## src/rtl/mcos_pkg.sv

```systemverilog
`timescale 1ns / 1ps
package mcos_pkg;

	// field widths
	localparam int CMD_W  = 2;
	localparam int SLOT_W = 2;
	localparam int MS_W   = 32;
	localparam int SUB_W  = 14;
	localparam int MASK_W = 4;

	// sub_count * 1000 stays below 2^24 for any 14-bit sub_count
	localparam int NUM_W = 24;

	localparam int US_PER_MS = 1000;

	// parameter defaults
	localparam int SLOTS_DEF           = 4;
	localparam int SUB_TICKS_PER_MS_DEF = 16000;

	typedef enum logic [CMD_W-1:0] {
		CMD_TICK = 2'd0,
		CMD_ARM  = 2'd1,
		CMD_READ = 2'd2
	} cmd_t;

	// one item as it leaves the input stage
	typedef struct packed {
		logic              fire;
		cmd_t              cmd;
		logic [SLOT_W-1:0] slot;
		logic [MS_W-1:0]   period;
	} step_t;

endpackage

```

## src/rtl/millisecond_clock_with_oneshot_slots_unit.sv

```systemverilog
`timescale 1ns / 1ps
// Millisecond clock with one-shot countdown slots.
// Command channel (cmd_valid / cmd_stall): one beat per command, tick, arm
// or read. A tick advances the millisecond count and counts down every armed
// slot; an arm loads a slot's period; a read samples the time in microseconds
// from the count and sub_count. Command 3 changes nothing.
// Result channel (rsp_valid / rsp_stall): exactly one beat per command, in
// order, carrying the expiry mask, the millisecond count after the command
// and the microsecond time.
// A result passes through the input register, then the result register,
// before it is offered. Throughput: one command per cycle while the receiver
// does not stall, set by the single stage of slot and counter update logic
// between the two registers.
// When the receiver stalls, the held result stays put; one more command can
// sit in the input register, after which cmd_stall rises in the same cycle.
// Reset clears the count, disarms all slots and empties both registers.
module millisecond_clock_with_oneshot_slots_unit #(
	parameter int SLOTS            = mcos_pkg::SLOTS_DEF,
	parameter int SUB_TICKS_PER_MS = mcos_pkg::SUB_TICKS_PER_MS_DEF
) (
	input  logic                        clk,
	input  logic                        arst_n,
	input  logic                        cmd_valid,
	output logic                        cmd_stall,
	input  logic [mcos_pkg::CMD_W-1:0]  command,
	input  logic [mcos_pkg::SLOT_W-1:0] slot,
	input  logic [mcos_pkg::MS_W-1:0]   period,
	input  logic [mcos_pkg::SUB_W-1:0]  sub_count,
	output logic                        rsp_valid,
	input  logic                        rsp_stall,
	output logic [mcos_pkg::MASK_W-1:0] expired_mask,
	output logic [mcos_pkg::MS_W-1:0]   millis,
	output logic [mcos_pkg::MS_W-1:0]   micros
);
	import mcos_pkg::*;

	logic              valid_s1;
	cmd_t              cmd_s1;
	logic [SLOT_W-1:0] slot_s1;
	logic [MS_W-1:0]   period_s1;
	logic [NUM_W-1:0]  num_s1;

	logic              rsp_valid_q;
	logic [MASK_W-1:0] mask_q;
	logic [MS_W-1:0]   millis_q;
	logic [MS_W-1:0]   micros_q;

	logic              take;
	logic              adv;
	step_t             step;
	logic [MASK_W-1:0] mask_next;
	logic [MS_W-1:0]   millis_next;
	logic [MS_W-1:0]   micros_next;

	// handshake
	assign adv       = valid_s1 && (!rsp_valid_q || !rsp_stall);
	assign cmd_stall = valid_s1 && !adv;
	assign take      = cmd_valid && !cmd_stall;

	// input register
	always_ff @(posedge clk or negedge arst_n) begin
		if (!arst_n) begin
			valid_s1 <= 1'b0;
		end else if (take) begin
			valid_s1 <= 1'b1;
		end else if (adv) begin
			valid_s1 <= 1'b0;
		end
	end

	always_ff @(posedge clk) begin
		if (take) begin
			cmd_s1    <= cmd_t'(command);
			slot_s1   <= slot;
			period_s1 <= period;
			num_s1    <= NUM_W'(NUM_W'(sub_count) * NUM_W'(US_PER_MS));
		end
	end

	assign step.fire   = adv;
	assign step.cmd    = cmd_s1;
	assign step.slot   = slot_s1;
	assign step.period = period_s1;

	mcos_slots #(
		.SLOTS(SLOTS)
	) u_slots (
		.clk         (clk),
		.arst_n      (arst_n),
		.step        (step),
		.expired_mask(mask_next)
	);

	mcos_time #(
		.SUB_TICKS_PER_MS(SUB_TICKS_PER_MS)
	) u_time (
		.clk        (clk),
		.arst_n     (arst_n),
		.step       (step),
		.num        (num_s1),
		.millis_next(millis_next),
		.micros_next(micros_next)
	);

	// result register
	always_ff @(posedge clk or negedge arst_n) begin
		if (!arst_n) begin
			rsp_valid_q <= 1'b0;
		end else if (adv) begin
			rsp_valid_q <= 1'b1;
		end else if (!rsp_stall) begin
			rsp_valid_q <= 1'b0;
		end
	end

	always_ff @(posedge clk) begin
		if (adv) begin
			mask_q   <= mask_next;
			millis_q <= millis_next;
			micros_q <= micros_next;
		end
	end

	assign rsp_valid    = rsp_valid_q;
	assign expired_mask = mask_q;
	assign millis       = millis_q;
	assign micros       = micros_q;

`ifndef SYNTH
	// input side only backs up behind a held result
	a_stall_cause: assert property (@(posedge clk) disable iff (!arst_n)
		cmd_stall |-> (valid_s1 && rsp_valid_q && rsp_stall))
		else $error("cmd_stall without a held result");

	// only a tick can report expiries
	a_mask_tick: assert property (@(posedge clk) disable iff (!arst_n)
		(adv && (cmd_s1 != CMD_TICK)) |=> (expired_mask == '0))
		else $error("expiry mask set outside a tick");

	// only a read carries a time in microseconds
	a_micros_read: assert property (@(posedge clk) disable iff (!arst_n)
		(adv && (cmd_s1 != CMD_READ)) |=> (micros == '0))
		else $error("micros set outside a read");

	// a tick result matches the counter's next value
	a_tick_count: assert property (@(posedge clk) disable iff (!arst_n)
		(adv && (cmd_s1 == CMD_TICK)) |=> (millis == $past(millis_next)))
		else $error("tick result does not match the counter");
`endif

endmodule

```

## src/rtl/mcos_slots.sv

```systemverilog
`timescale 1ns / 1ps
module mcos_slots #(
	parameter int SLOTS = mcos_pkg::SLOTS_DEF
) (
	input  logic                        clk,
	input  logic                        arst_n,
	input  mcos_pkg::step_t             step,
	output logic [mcos_pkg::MASK_W-1:0] expired_mask
);
	import mcos_pkg::*;

	logic [MS_W-1:0] remaining_q [SLOTS];
	logic [SLOTS-1:0] armed_q;
	logic [SLOTS-1:0] expired;
	logic             is_tick;
	logic             is_arm;

	assign is_tick = (step.cmd == CMD_TICK);
	assign is_arm  = (step.cmd == CMD_ARM);

	// a slot expires when its count steps from one to zero
	always_comb begin
		for (int i = 0; i < SLOTS; i++) begin
			expired[i] = is_tick && armed_q[i] && (remaining_q[i] == MS_W'(1));
		end
	end

	// only the first four slots show in the mask
	always_comb begin
		expired_mask = '0;
		for (int j = 0; j < MASK_W; j++) begin
			if (j < SLOTS) begin
				expired_mask[j] = expired[j % SLOTS];
			end
		end
	end

	// armed flags
	always_ff @(posedge clk or negedge arst_n) begin
		if (!arst_n) begin
			armed_q <= '0;
		end else if (step.fire) begin
			for (int i = 0; i < SLOTS; i++) begin
				if (is_tick && expired[i]) begin
					armed_q[i] <= 1'b0;
				end else if (is_arm && (6'(step.slot) == 6'(i))) begin
					armed_q[i] <= 1'b1;
				end
			end
		end
	end

	// remaining counts, zero period wraps on the first tick
	always_ff @(posedge clk) begin
		if (step.fire) begin
			for (int i = 0; i < SLOTS; i++) begin
				if (is_tick && armed_q[i]) begin
					remaining_q[i] <= remaining_q[i] - MS_W'(1);
				end else if (is_arm && (6'(step.slot) == 6'(i))) begin
					remaining_q[i] <= step.period;
				end
			end
		end
	end

endmodule

```

## src/rtl/mcos_time.sv

```systemverilog
`timescale 1ns / 1ps
module mcos_time #(
	parameter int SUB_TICKS_PER_MS = mcos_pkg::SUB_TICKS_PER_MS_DEF
) (
	input  logic                       clk,
	input  logic                       arst_n,
	input  mcos_pkg::step_t            step,
	input  logic [mcos_pkg::NUM_W-1:0] num,
	output logic [mcos_pkg::MS_W-1:0]  millis_next,
	output logic [mcos_pkg::MS_W-1:0]  micros_next
);
	import mcos_pkg::*;

	// floor(num / SUB_TICKS_PER_MS) by a rounded-up reciprocal, exact for NUM_W-bit num
	localparam int SHIFT   = NUM_W + $clog2(SUB_TICKS_PER_MS);
	localparam int RECIP_W = NUM_W + 1;
	localparam int PROD_W  = NUM_W + RECIP_W;
	localparam logic [RECIP_W-1:0] RECIP = RECIP_W'(((64'd1 << SHIFT)
		+ 64'(SUB_TICKS_PER_MS) - 64'd1) / 64'(SUB_TICKS_PER_MS));

	logic [MS_W-1:0]   ms_q;
	logic [PROD_W-1:0] prod;
	logic [PROD_W-1:0] quot;
	logic [NUM_W-1:0]  frac;
	logic [MS_W-1:0]   ms_us;

	// millisecond counter
	always_ff @(posedge clk or negedge arst_n) begin
		if (!arst_n) begin
			ms_q <= '0;
		end else if (step.fire && (step.cmd == CMD_TICK)) begin
			ms_q <= ms_q + MS_W'(1);
		end
	end

	assign millis_next = (step.cmd == CMD_TICK) ? ms_q + MS_W'(1) : ms_q;

	// microsecond time for a read
	assign prod  = PROD_W'(num) * PROD_W'(RECIP);
	assign quot  = prod >> SHIFT;
	assign frac  = quot[NUM_W-1:0];
	assign ms_us = MS_W'(ms_q * MS_W'(US_PER_MS));

	assign micros_next = (step.cmd == CMD_READ) ? ms_us + MS_W'(frac) : '0;

endmodule

```

## config.mk

```make
export PLATFORM = sky130hd
export DESIGN_NAME = millisecond_clock_with_oneshot_slots_unit
export DESIGN_NICKNAME = d
export VERILOG_FILES = /design/src/rtl/mcos_pkg.sv /design/src/rtl/millisecond_clock_with_oneshot_slots_unit.sv /design/src/rtl/mcos_slots.sv /design/src/rtl/mcos_time.sv
export SDC_FILE = /design/constraint.sdc
export NUM_CORES = 1
export LEC_CHECK = 0
export BUFFER_PORTS_ARGS = -buffer_cell sky130_fd_sc_hd__buf_2
export CAP_MARGIN = 5
export CORE_ASPECT_RATIO = 0.6
export CORE_UTILIZATION = 45
export DETAILED_ROUTE_END_ITERATION = 16
export GPL_ROUTABILITY_DRIVEN = 0
export GPL_TIMING_DRIVEN = 0
export PLACE_DENSITY = 0.65
export SKIP_LAST_GASP = 1
export SYNTH_ARGS = -nofsm -noshare
export SYNTH_HDL_FRONTEND = slang
export SYNTH_SLANG_ARGS = --single-unit
```

## constraint.sdc

```tcl
create_clock -name clk -period 24.4 [get_ports clk]
set_clock_uncertainty 0.2 [all_clocks]
set_input_delay 2.44 -clock clk [delete_from_list [all_inputs] [get_ports clk]]
set_output_delay 2.44 -clock clk [all_outputs]
set_load 0.005 [all_outputs]
```

Yosys cells after proc, flatten, opt, wreduce, memory -nomap -nowiden
Memories as Yosys holds them, arrays and structs flattened.
Cells that the tools add are included.
{ "totals": {"word_cells": 119, "ff_bits": 163, "latchBits": 0, "ram_bits": 128, "memories": 1, "rom_bits": 0, "in_bits": 54} }
{ "mem_list": {"columns": ["memory", "words", "width", "rd", "rd_clocked_by_memory_dff", "wr", "line_no", "text"], "rows": [
  ["u_slots.remaining_q", 4, 32, 4, 0, 4, "mcos_slots.sv:12", "logic [MS_W-1:0] remaining_q [SLOTS];"]
]} }
{ "op_classes": {"bitwise_logic": 4, "n_shift": 0, "addsub": 6, "muxes": 45, "multipliers": 3, "n_lt_le_gt_ge": 0, "eq_ne": 10, "reduce_logical": 36, "div_mod_pow": 0} }
{ "ops": {"columns": ["op", "n"], "rows": [
  ["32-bit 2-to-1 mux", 5],
  ["32-bit by 1-bit equality test with 1-bit output, second input constant", 4],
  ["32-bit by 1-bit subtractor with 32-bit output, second input constant", 4],
  ["21-bit by 24-bit multiplier with 45-bit output, second input constant", 1],
  ["1-bit 2-to-1 mux", 40],
  ["32-bit by 1-bit adder with 32-bit output, second input constant", 1],
  ["32-bit by 11-bit adder with 32-bit output", 1],
  ["32-bit by 7-bit multiplier with 29-bit output, second input constant", 1],
  ["14-bit by 7-bit multiplier with 21-bit output, second input constant", 1],
  ["1-bit logical AND", 20],
  ["2-bit nonzero test", 5],
  ["2-bit AND reduction", 4],
  ["2-bit equality test, second input constant", 3],
  ["2-bit by 1-bit equality test with 1-bit output, second input constant", 2],
  ["1-bit zero test", 4],
  ["2-bit zero test", 2],
  ["1-bit bitwise OR", 4],
  ["2-bit by 1-bit != test with 1-bit output, second input constant", 1],
  ["1-bit logical OR", 1]
]} }

Logic depth before layout (Yosys ltp)
Gate-level depths: netlist of run 1.
{ "logic_depth": {"word_depth": 8, "ltp_mapped": 34, "mapped_depth_nobuf": 34} }

By module
A second synthesis of run 1 with hierarchy kept.
{ "unflattened": {"cells_unflattened": 2977, "hier_area_um2": 30444.2} }
{ "by_module_without_submodules": {"columns": ["mod", "cells_per_inst", "n_inst", "area_each_um2", "seq_area_each_um2"], "rows": [
  ["mcos_time", 1761, 1, 16107.9, 800.8],
  ["mcos_slots", 813, 1, 7975.1, 3943.8],
  ["millisecond_clock_with_oneshot_slots_unit", 403, 1, 6361.1, 3803.6]
]} }

Worst setup path after synthesis of run 1
No wires, ideal clock.
{ "synth_path": {"path_kind": "register to register", "startpoint": "reg num_s1[21]", "endpoint": "reg micros_q[29], in the netlist micros[29] (data pin)", "setup_time_ps": 147, "synth_period_minus_slack_ps": 8568, "path_slack_ps": 15832, "t_arrival_ps": 8221, "path_buffers": 0, "stages_incl_launch_ff": 32, "t_required_ps": 24053, "path_cell_list": "edfxtp_1 > fa_1 > inv_1 > fa_1 > inv_1 > fa_1 > fa_1 > fa_1 > inv_1 > fa_1 > inv_1 > ha_1 > ha_1 > a21o_1 > a21oi_1 > o221ai_1 > a221oi_1 > o21ai_0 > a21oi_1 > xnor2_1 > ha_1 > inv_1 > fa_1 > nand2b_1 > a21oi_1 > o21ai_0 > a211oi_1 > nand3_1 > a2111oi_4 > nand4_2 > or4_1 > a21oi_1"} }
{ "synth_via": {"elab_chain_cells": 2} }
{ "synth_lines": {"columns": ["item", "line_no", "text"], "rows": [
  ["start: declaration", "millisecond_clock_with_oneshot_slots_unit.sv:41", "logic [NUM_W-1:0] num_s1;"],
  ["start signal: assignment", "millisecond_clock_with_oneshot_slots_unit.sv:76", "num_s1 <= NUM_W'(NUM_W'(sub_count) * NUM_W'(US_PER_MS));"],
  ["21-bit by 24-bit multiplier with 45-bit output", "mcos_time.sv:39", "assign prod = PROD_W'(num) * PROD_W'(RECIP);"],
  ["32-bit by 11-bit adder with 32-bit output", "mcos_time.sv:44", "assign micros_next = (step.cmd == CMD_READ) ? ms_us + MS_W'(frac) : '0;"],
  ["end signal: assignment", "millisecond_clock_with_oneshot_slots_unit.sv:120", "micros_q <= micros_next;"],
  ["end: declaration", "millisecond_clock_with_oneshot_slots_unit.sv:46", "logic [MS_W-1:0] micros_q;"]
]} }
Every way passes these cells.
A chain may end at the register's enable or synchronous reset.

Worst setup path after layout of run 1
Same ends and word-level chain as after synthesis.

==> reports/results.txt, run 1 <==
outcome - complete, no violations
H-tree levels - 1
global-route usage over all layers - 22.4%
Detail Route Antenna Nets - 0
Worst Hold Class - reg2reg
count of buffers inserted at the top-level ports - 123
height of the chip - 195 um
Data arrival, critical path - 10.21 ns
leftover overflow at the end of global routing - 0
number of register bits inferred by synthesis - 291
initial antenna violation count - 0
share of async-settable or async-resettable flops after synthesis - 13.1%
post-CTS setup buffers - 0
starting density of the core - 45.8%
TritonRoute pass-1 iters - 6
Yosys warnings - 0
count of placed standard cells in the final layout, fillers left out - 3706
proportion of layout cells with a drive suffix above 1 - 7.78%
number of enable-type register cells in the synthesized netlist - 253
Synth cell types - 82
signed area change from the synthesized netlist to the final layout - 10.0%
CORE AREA - 0.0611 mm2
Hold Fails Final Rpt - 0
number of cells produced by synthesis - 2692
worst path required time - 24.64 ns
RSZ-0062 raised after global routing - no
final-report max-slew violation count - 0
number of instances in the placed design - 3647
Total Routed Length - 69500 um
num rows - 70
WL/cell - 18.7 um
number of vias per cell after detailed routing - 5.30
syn_area_per_cell - 10.4 um2
quantity of hold-fixing buffers added after cts - 0
initial detailed-routing violation count - 1624
fill cell count - 5538
CP max stage delay - 0.68 ns
Final #Nets - 3524
Critical Path Sink Type - flip-flop
cts repair resizes - 0
Most used DFF post-synth - sky130_fd_sc_hd__edfxtp_1
Max Cap Viol - 0
ant diodes - 0
CTS Buf Count - 31
maximum fanout count along the critical path - 8
slew of the pin with the lowest slew margin - 1.13 ns
Worst-Skew Late Latency - 0.59 ns
Clock Tree Buf Depth - 3
largest net degree at the start of global routing - 39
global-route wire length before repair - 110000 um
Top Ports - 124
sequential-to-total area share from yosys stat - 30.6%
final clock period utilization by the worst path - 40.9%
clock-pin transition on the worst setup and hold timing paths - 0.07 ns
slowest stage cell on the critical path - sky130_fd_sc_hd__fa_1
minimum clock period - 9.98 ns
placed wire-length estimate - 56500 um
Critical Setup Path Class - reg2reg
drc violations - 0
TritonCTS clock tree - built
vias in the first global route - 19800
Root Buffer Master - sky130_fd_sc_hd__clkbuf_16
Die Wd - 324 um
maximum clock frequency - 0.100 GHz
syn_nets - 3363
clock sink count - 291
Post-Route Setup TNS - 0 ns
final-report setup violation count - 0
cell repeated most along the worst path - sky130_fd_sc_hd__fa_1
worst slew margin relative to its limit - 24.1%
post-synthesis cell area - 0.0280 mm2
routed via count - 19700
Die Footprint - 0.0632 mm2
startpoint type of the worst setup path - flip-flop
-- area by class of cell --
cell class / count / area (um2) / area share [%]
clock buffers: 38 / 832 / 2.70
inverters: 481 / 1810 / 5.86
multi-input cells: 1870 / 17400 / 56.6
flip-flops and latches: 291 / 8550 / 27.8
plain buffers: 50 / 200 / 0.650
repair buffers: 128 / 738 / 2.40
well taps: 828 / 1040 / 3.37
clock inverters: 20 / 185 / 0.602
-- synthesized netlist by cell type, drive strengths merged, types with 8 or more instances --
cell type / count / area [um2]
a211oi: 11 / 82.6
a21o: 44 / 332
a21oi: 166 / 853
a31oi: 11 / 68.8
and3: 15 / 95.1
clkbuf: 47 / 176
dfrtp: 38 / 951
edfxtp: 253 / 7600
fa: 276 / 5530
ha: 341 / 4270
inv: 481 / 1810
mux2i: 10 / 100
nand2: 124 / 465
nand2b: 23 / 144
nand3: 45 / 225
nand3b: 9 / 67.6
nand4: 18 / 131
nor2: 229 / 860
nor2b: 15 / 93.8
nor3: 56 / 285
nor4: 34 / 228
o211ai: 8 / 60.1
o21a: 10 / 75.1
o21ai: 74 / 370
o21bai: 9 / 67.6
o31a: 8 / 70.1
or2: 13 / 83.8
or3: 9 / 56.3
or4: 10 / 75.1
xnor2: 139 / 1250
xor2: 85 / 744
-- placed cells by master, fill, tap and decap left out, types with 9 or more instances in the layout --
cell / count
sky130_fd_sc_hd__clkbuf_16: 31
sky130_fd_sc_hd__nor2b_1: 15
sky130_fd_sc_hd__edfxtp_1: 253
sky130_fd_sc_hd__dfrtp_1: 38
sky130_fd_sc_hd__nand2_1: 123
sky130_fd_sc_hd__clkbuf_1: 50
sky130_fd_sc_hd__o21a_1: 10
sky130_fd_sc_hd__a21oi_1: 164
sky130_fd_sc_hd__o21ai_0: 69
sky130_fd_sc_hd__inv_1: 481
sky130_fd_sc_hd__xor2_1: 85
sky130_fd_sc_hd__ha_1: 341
sky130_fd_sc_hd__nand4_1: 15
sky130_fd_sc_hd__nand3_1: 45
sky130_fd_sc_hd__or2_2: 10
sky130_fd_sc_hd__and3_1: 14
sky130_fd_sc_hd__xnor2_1: 135
sky130_fd_sc_hd__o21bai_1: 9
sky130_fd_sc_hd__a21o_1: 43
sky130_fd_sc_hd__mux2i_1: 10
sky130_fd_sc_hd__nand3b_1: 9
sky130_fd_sc_hd__nor3_1: 55
sky130_fd_sc_hd__nor4_1: 33
sky130_fd_sc_hd__or4_1: 10
sky130_fd_sc_hd__a31oi_1: 11
sky130_fd_sc_hd__a211oi_1: 11
sky130_fd_sc_hd__or3_1: 9
sky130_fd_sc_hd__nor2_1: 229
sky130_fd_sc_hd__fa_1: 276
sky130_fd_sc_hd__nand2b_1: 23
sky130_fd_sc_hd__buf_2: 124
-- flip-flops by register name, summed over array words and instances (netlist names) --
register and count:
u_slots.remaining_q 128, micros 32, rsp_valid 1, cmd_s1 2, u_slots.armed_q 4, num_s1 21, slot_s1 2, u_time.ms_q 32
expired_mask 4, millis 32, period_s1 32, valid_s1 1
-- metal layers --
layer | vias up | track usage [%] | wire, um
met4 | 0 | 3.32 | 864
met5 | - | 0 | 0
met1 | 9639 | 35.5 | 34300
met2 | 587 | 31.8 | 28700
met3 | 62 | 4.46 | 5520
li1 | 9371 | - | -
-- critical path, delay by kind of cell, from the launching register on --
kind	cells	cell delay, ns
AO/OA/AOI/OAI	11	2.79
XOR/XNOR	1	0.17
adder cells (fa/ha/maj)	10	4.61
buffers and inverters	5	0.31
flip-flops	1	0.60
AND/OR/NAND/NOR	4	1.17
-- through the flow --
stage	area [um2]	util, %	worst slack, ns	hold WS, ns
6_report	30800	50.4	14.42	0.297
5_1_grt	30800	50.4	13.69	0.324
4_1_cts	30800	50.3	14.43	0.297
3_5_place_dp	29700	48.6	14.50	0.284
3_3_place_gp	29600	48.5	12.84	0.281
2_1_floorplan	28000	-	15.83	0.263
-- logic make-up (layout without fill, tap and decap cells) --
logic type                 after synthesis  count (layout)  share of synthesized area [%]
muxes                                   12              12                          0.438
AOI/OAI and AO/OA                      387             387                           8.76
buffers and inverters                  531             717                           7.16
DFF                                    291             291                           30.6
xor gates and xnor gates               224             224                           7.12
adders and majority gates              617             617                           35.0
and+or+nand+nor                        630             630                           11.0
-- final timing paths --
| check | startpoint | depth (start not counted) | end | slack (ns) |
|---|---|---|---|---|
| max | num_s1[21] | 31 | micros[29] | 14.42 |
| min | u_time.ms_q[31] | 1 | u_time.ms_q[31] | 0.30 |
| max reg2reg | num_s1[21] | 31 | micros[29] | 14.42 |
| min reg2reg | u_time.ms_q[31] | 1 | u_time.ms_q[31] | 0.30 |
| max in group asynchronous | arst_n | 1 | u_slots.armed_q[0] | 21.58 |
| min in group asynchronous | arst_n | 1 | u_time.ms_q[24] | 1.80 |
Power of run 1 is not shown: default switching activity piles up to over one toggle a cycle in this logic, so the estimate is an artifact.
==> run 2: changes to the inputs <==
--- a/config.mk
+++ b/config.mk
@@ -5,6 +5,7 @@
 export SDC_FILE = /design/constraint.sdc
 export NUM_CORES = 1
 export LEC_CHECK = 0
+export ABC_AREA = 1
 export BUFFER_PORTS_ARGS = -buffer_cell sky130_fd_sc_hd__buf_2
 export CAP_MARGIN = 5
 export CORE_ASPECT_RATIO = 0.6
@@ -12,7 +13,7 @@
 export DETAILED_ROUTE_END_ITERATION = 16
 export GPL_ROUTABILITY_DRIVEN = 0
 export GPL_TIMING_DRIVEN = 0
-export PLACE_DENSITY = 0.65
+export PLACE_DENSITY = 0.68
 export SKIP_LAST_GASP = 1
 export SYNTH_ARGS = -nofsm -noshare
 export SYNTH_HDL_FRONTEND = slang
==> constraint.sdc (replaced) <==
create_clock -name clk -period 8.5 [get_ports clk]
set_clock_uncertainty 0.2 [all_clocks]
set_input_delay 0.85 -clock clk [delete_from_list [all_inputs] [get_ports clk]]
set_output_delay 0.85 -clock clk [all_outputs]
set_load 0.005 [all_outputs]
==> run 2 against run 1 <==
  * Synthesized cell count grew 30%
  * Worst setup slack got worse by 14 ns
  * Final area rose by 8.7%
  * Clock-buffer cell count rose by 5
  * Die area is 7.4% higher
  * Area after synthesis up 7.5%
  * Final cell count is 24% higher
==> reports/results.txt, run 2 <==
signed area change from the synthesized netlist to the final layout - 11.2%
Die Wd - 336 um
placed wire-length estimate - 65500 um
Max Cap Viol - 0
cells taking the most area after synthesis - sky130_fd_sc_hd__edfxtp_1 25%, sky130_fd_sc_hd__fa_1 18%, sky130_fd_sc_hd__ha_1 14%
H-tree levels - 1
cell types with the highest counts after synthesis - 776 x sky130_fd_sc_hd__inv_1, 601 x sky130_fd_sc_hd__nand2_1, 341 x sky130_fd_sc_hd__ha_1
routed via count - 23700
final clock period utilization by the worst path - 93.8%
slew of the pin with the lowest slew margin - 1.06 ns
CTS Buf Count - 30
Final #Nets - 4358
Synth cell types - 58
Hold Fails Final Rpt - 0
number of enable-type register cells in the synthesized netlist - 253
flip-flop count of the largest register, all copies and words added - 128
CORE AREA - 0.0652 mm2
footprint of the flip-flops and latches - 0.00855 mm2
area taken by multi-input logic gates - 0.0186 mm2
startpoint type of the worst setup path - flip-flop
Yosys top cell by area - sky130_fd_sc_hd__edfxtp_1
initial detailed-routing violation count - 2327
dominant cell by count in the synthesized netlist - sky130_fd_sc_hd__inv_1
maximum fanout count along the critical path - 6
drc violations - 0
Critical path buffers and inverters - 3
Root Buffer Master - sky130_fd_sc_hd__clkbuf_16
maximum clock frequency - 0.125 GHz
pre-CTS worst setup slack - 0.0635 ns
worst path required time - 8.64 ns
outcome - complete, no violations
number of instances in the placed design - 4511
category of cells accounting for the largest share of critical-path delay - adder cells
vias in the first global route - 21800
TritonCTS clock tree - built
Worst Hold Class - in2reg
clock sink count - 291
top-area cell type share of the netlist area - 25.3%
Die Footprint - 0.0679 mm2
Detail Route Antenna Nets - 0
sequential-to-total area share from yosys stat - 28.4%
proportion of layout cells with a drive suffix above 1 - 8.46%
final-report setup violation count - 0
final-report max-slew violation count - 0
number of vias per cell after detailed routing - 5.15
CP max stage delay - 0.54 ns
share of async-settable or async-resettable flops after synthesis - 13.1%
syn_nets - 4165
TritonRoute pass-1 iters - 6
count of buffers inserted at the top-level ports - 123
most frequent cells in the layout - 775 x sky130_fd_sc_hd__inv_1, 598 x sky130_fd_sc_hd__nand2_1, 335 x sky130_fd_sc_hd__ha_1
Data arrival, critical path - 8.12 ns
global-route wire length before repair - 124000 um
cell repeated most along the worst path - sky130_fd_sc_hd__fa_1
quantity of hold-fixing buffers added after cts - 0
initial antenna violation count - 4
clock-pin transition on the worst setup and hold timing paths - 0.07 ns
height of the chip - 202 um
Setup WS post-layout - 0.524 ns
Top Ports - 124
final standard cell utilization of the core - 51.3%
slowest stage cell on the critical path - sky130_fd_sc_hd__fa_1
Clock Tree Buf Depth - 3
worst slew margin relative to its limit - 29.4%
most common cell after layout, fill and taps aside - sky130_fd_sc_hd__inv_1
post-synthesis cell area - 0.0301 mm2
Total Routed Length - 79200 um
starting density of the core - 46.1%
Biggest register - u_slots.remaining_q
number of cells produced by synthesis - 3494
count of placed standard cells in the final layout, fillers left out - 4601
largest net degree at the start of global routing - 64
WL/cell - 17.2 um
fill cell count - 6164
Critical Path Sink Type - flip-flop
Yosys warnings - 0
leftover overflow at the end of global routing - 0
Most used DFF post-synth - sky130_fd_sc_hd__edfxtp_1
Critical Setup Path Class - reg2reg
num rows - 72
number of register bits inferred by synthesis - 291
global-route usage over all layers - 23.5%
syn_area_per_cell - 8.61 um2
minimum clock period - 7.98 ns
Worst-Skew Late Latency - 0.62 ns
==> run 2: changes by cell type in the layout (fill, tap and decap cells not counted), moves of 24 or more <==
cell / previous run / this run
sky130_fd_sc_hd__nand2_1: 123 / 598
sky130_fd_sc_hd__a31oi_1: 11 / 42
sky130_fd_sc_hd__xnor2_1: 135 / 36
sky130_fd_sc_hd__nor4_1: 33 / 9
sky130_fd_sc_hd__nand3_1: 45 / 101
sky130_fd_sc_hd__o21ai_0: 69 / 222
sky130_fd_sc_hd__a21o_1: 43 / 9
sky130_fd_sc_hd__buf_4: 0 / 34
sky130_fd_sc_hd__nor2_1: 229 / 318
sky130_fd_sc_hd__a21oi_1: 164 / 105
sky130_fd_sc_hd__inv_1: 481 / 775
==> run 2: path summary, 6_finish.rpt <==
kind | start | endpoint | slack [ns] | cells past startpoint
worst max-delay path | num_s1[21] | micros[23] | 0.52 | 32
worst min-delay path | period[6] | period_s1[6] | 0.19 | 1
worst max register to register | num_s1[21] | micros[23] | 0.52 | 32
worst min register to register | valid_s1 | rsp_valid | 0.26 | 2
max in group asynchronous | arst_n | u_time.ms_q[11] | 7.20 | 1
min in group asynchronous | arst_n | u_time.ms_q[23] | 0.23 | 1
==> run 2: cells by family after synthesis <==
kind of cell             count (synthesis)  share of synthesized area, %
AO/OA/AOI/OAI                          434                          7.78
flip-flops                             291                          28.4
buffers and inverters                  824                          10.3
adder cells (fa/ha/maj)                617                          32.6
XOR/XNOR                               126                          3.67
AND/OR/NAND/NOR                       1202                          17.3
==> run 2: cell type report <==
cell class	count	share of cell area, %
timing repair buffer	161	3.03
clock buffer	43	2.55
inverter	784	8.80
sequential	291	25.6
clock inverter	13	0.800
tap	888	3.32
antenna	2	0.0150
buffer	40	0.471
multi-input combinational	2379	55.5
==> run 2: layer usage <==
metal	up-vias	share of wire [%]	track usage (%)
met4	2	1.1	2.84
met3	63	11	6.42
met2	881	37	29.7
li1	11500	-	-
met5	-	0.016	0
met1	11300	51	39.4
==> run 2: timing repair <==
| item | 4_1_cts | 5_1_grt |
|---|---|---|
| resized for setup | 0 | 34 |
| endpoints found under the setup margin | 0 | 16 |
| buffers inserted | 0 | 32 |
==> run 2: stage by stage <==
stage               cell area (um2)  hold WS, ns  setup TNS [ns]
floorplan                     30100        0.234               0
global placement              31800        0.242               0
detailed placement            32000        0.256               0
CTS                           33100        0.174               0
global route                  33500        0.177         -0.0559
finish                        33500        0.195               0
Power of run 2 is left out for the same reason.
==> run 3: changes to the inputs <==
--- a/config.mk
+++ b/config.mk
@@ -9,11 +9,12 @@
 export BUFFER_PORTS_ARGS = -buffer_cell sky130_fd_sc_hd__buf_2
 export CAP_MARGIN = 5
 export CORE_ASPECT_RATIO = 0.6
-export CORE_UTILIZATION = 45
+export CORE_UTILIZATION = 58
 export DETAILED_ROUTE_END_ITERATION = 16
 export GPL_ROUTABILITY_DRIVEN = 0
 export GPL_TIMING_DRIVEN = 0
-export PLACE_DENSITY = 0.68
+export MAX_ROUTING_LAYER = met4
+export PLACE_DENSITY = 0.83
 export SKIP_LAST_GASP = 1
 export SYNTH_ARGS = -nofsm -noshare
 export SYNTH_HDL_FRONTEND = slang
==> constraint.sdc (replaced) <==
create_clock -name clk -period 8.5 [get_ports clk]
set_clock_uncertainty 0.2 [all_clocks]
set_input_delay 0.85 -clock clk [delete_from_list [all_inputs] [get_ports clk]]
set_output_delay 0.85 -clock clk [all_outputs]
set_load 0.01 [all_outputs]
==> run 3 against run 2 <==
  * Highest routed layer is now met4
  * Utilization grew 13 points
  * Critical path depth grew 3
  * Fmax shrank 1.5%
  * Largest cell class unchanged
  * Final area shrank 1.8%
  * Flip-flop and latch count is the same
  * First-iteration DRC count grew 25%
==> reports/results.txt, run 3 (synthesis gave the netlist of run 2 again) <==
maximum fanout count along the critical path - 6
Max Cap Viol - 0
Top Ports - 124
vias in the first global route - 23100
slew of the pin with the lowest slew margin - 1.02 ns
largest net degree at the start of global routing - 42
startpoint type of the worst setup path - flip-flop
routed via count - 24600
initial antenna violation count - 2
RSZ-0062 raised after global routing - yes
number of vias per cell after detailed routing - 5.60
final-report setup violation count - 0
count of placed standard cells in the final layout, fillers left out - 4394
placed wire-length estimate - 63900 um
hold slack - 0.212 ns
Worst Hold Class - in2async
global-route usage over all layers - 30.9%
Critical Setup Path Class - reg2reg
most common cell after layout, fill and taps aside - sky130_fd_sc_hd__inv_1
cell repeated most along the worst path - sky130_fd_sc_hd__fa_1
Root Buffer Master - sky130_fd_sc_hd__clkbuf_16
signed area change from the synthesized netlist to the final layout - 9.30%
Critical Path Sink Type - flip-flop
WL/cell - 17.9 um
flip-flop count of the largest register, all copies and words added - 128
minimum clock period - 8.10 ns
Post-Route Setup TNS - 0 ns
clock-pin transition on the worst setup and hold timing paths - 0.07 ns
TritonRoute pass-1 iters - 6
worst path required time - 8.65 ns
H-tree levels - 1
quantity of hold-fixing buffers added after cts - 0
fill cell count - 4179
Worst-Skew Late Latency - 0.62 ns
Hold Fails Final Rpt - 0
proportion of layout cells with a drive suffix above 1 - 7.62%
initial detailed-routing violation count - 2910
global-route wire length before repair - 123000 um
height of the chip - 178 um
Biggest register - u_slots.remaining_q
outcome - complete, no violations
clock sink count - 291
number of instances in the placed design - 4316
Die Footprint - 0.0528 mm2
Total Routed Length - 78500 um
Die Wd - 296 um
final clock period utilization by the worst path - 95.3%
slowest stage cell on the critical path - sky130_fd_sc_hd__fa_1
TritonCTS clock tree - built
num rows - 64
Data arrival, critical path - 8.25 ns
leftover overflow at the end of global routing - 0
starting density of the core - 58.9%
most frequent cells in the layout - 775 x sky130_fd_sc_hd__inv_1, 601 x sky130_fd_sc_hd__nand2_1, 340 x sky130_fd_sc_hd__ha_1
CP max stage delay - 0.55 ns
drc violations - 0
CORE AREA - 0.0511 mm2
Clock Tree Buf Depth - 3
maximum clock frequency - 0.123 GHz
CTS Buf Count - 30
worst slew margin relative to its limit - 32.0%
Detail Route Antenna Nets - 0
Final #Nets - 4347
count of buffers inserted at the top-level ports - 123
Setup WS post-layout - 0.399 ns
pre-CTS worst setup slack - 0.0276 ns
final-report max-slew violation count - 0
[run 3: cell count changes in the layout (fill, tap and decap cells not counted), sizes merged]
| cell | before | now |
|---|---|---|
| buf | 164 | 153 |
| clkinv | 5 | 13 |
| bufinv | 7 | 1 |
| clkbuf | 80 | 77 |
| inv | 784 | 786 |
| clkinvlp | 1 | 0 |
| diode | 2 | 1 |
[run 3: critical path: cells and delay by family (launching register included)]
family                   cells  cell delay (ns)
adder cells (fa/ha/maj)      9             3.92
buffers and inverters        5             0.41
flip-flops                   1             0.43
AND/OR/NAND/NOR             21             2.86
[run 3: worst paths after layout]
kind,startpoint,to,slack [ns],cells after the start
setup / recovery,num_s1[16],micros[29],0.40,35
hold / removal,arst_n,u_time.ms_q[25],0.21,1
setup reg to reg,num_s1[16],micros[29],0.40,35
hold reg to reg,valid_s1,rsp_valid,0.27,2
max in group asynchronous,arst_n,u_time.ms_q[3],7.24,1
min in group clk,period[13],period_s1[13],0.21,1
[run 3: what timing repair did]
item,in CTS,in global routing
gates resized for setup,0,15
pin swaps,0,3
setup buffers,5,16
endpoints found under the setup margin,2,19
[run 3: through the flow]
stage          utilization, %  area, um2
2_1_floorplan               -      30100
3_3_place_gp             61.8      31600
3_5_place_dp             62.1      31700
4_1_cts                  64.0      32700
5_1_grt                  64.3      32900
6_report                 64.3      32900
[run 3: final cells by class]
class	instances	area, um2	share of cell area (%)
Tap cell	693	867	2.64
Buffer	40	158	0.480
Clock inverter	16	149	0.453
Sequential cell	291	8550	26.0
Antenna cell	1	2.50	0.00761
Multi-Input combinational cell	2379	18500	56.2
Clock buffer	40	798	2.43
Timing Repair Buffer	150	923	2.81
Inverter	784	2940	8.95
[run 3: per-layer routing]
metal  routed length (um)  vias up  GRT usage [%]
li1                     -    11500              -
met1                35400    11700           45.9
met4                 1530        0           5.15
met2                31800     1319           42.4
met3                 9790      139           8.29
met5                    0        -              -
Power of run 3 is left out for the same reason.
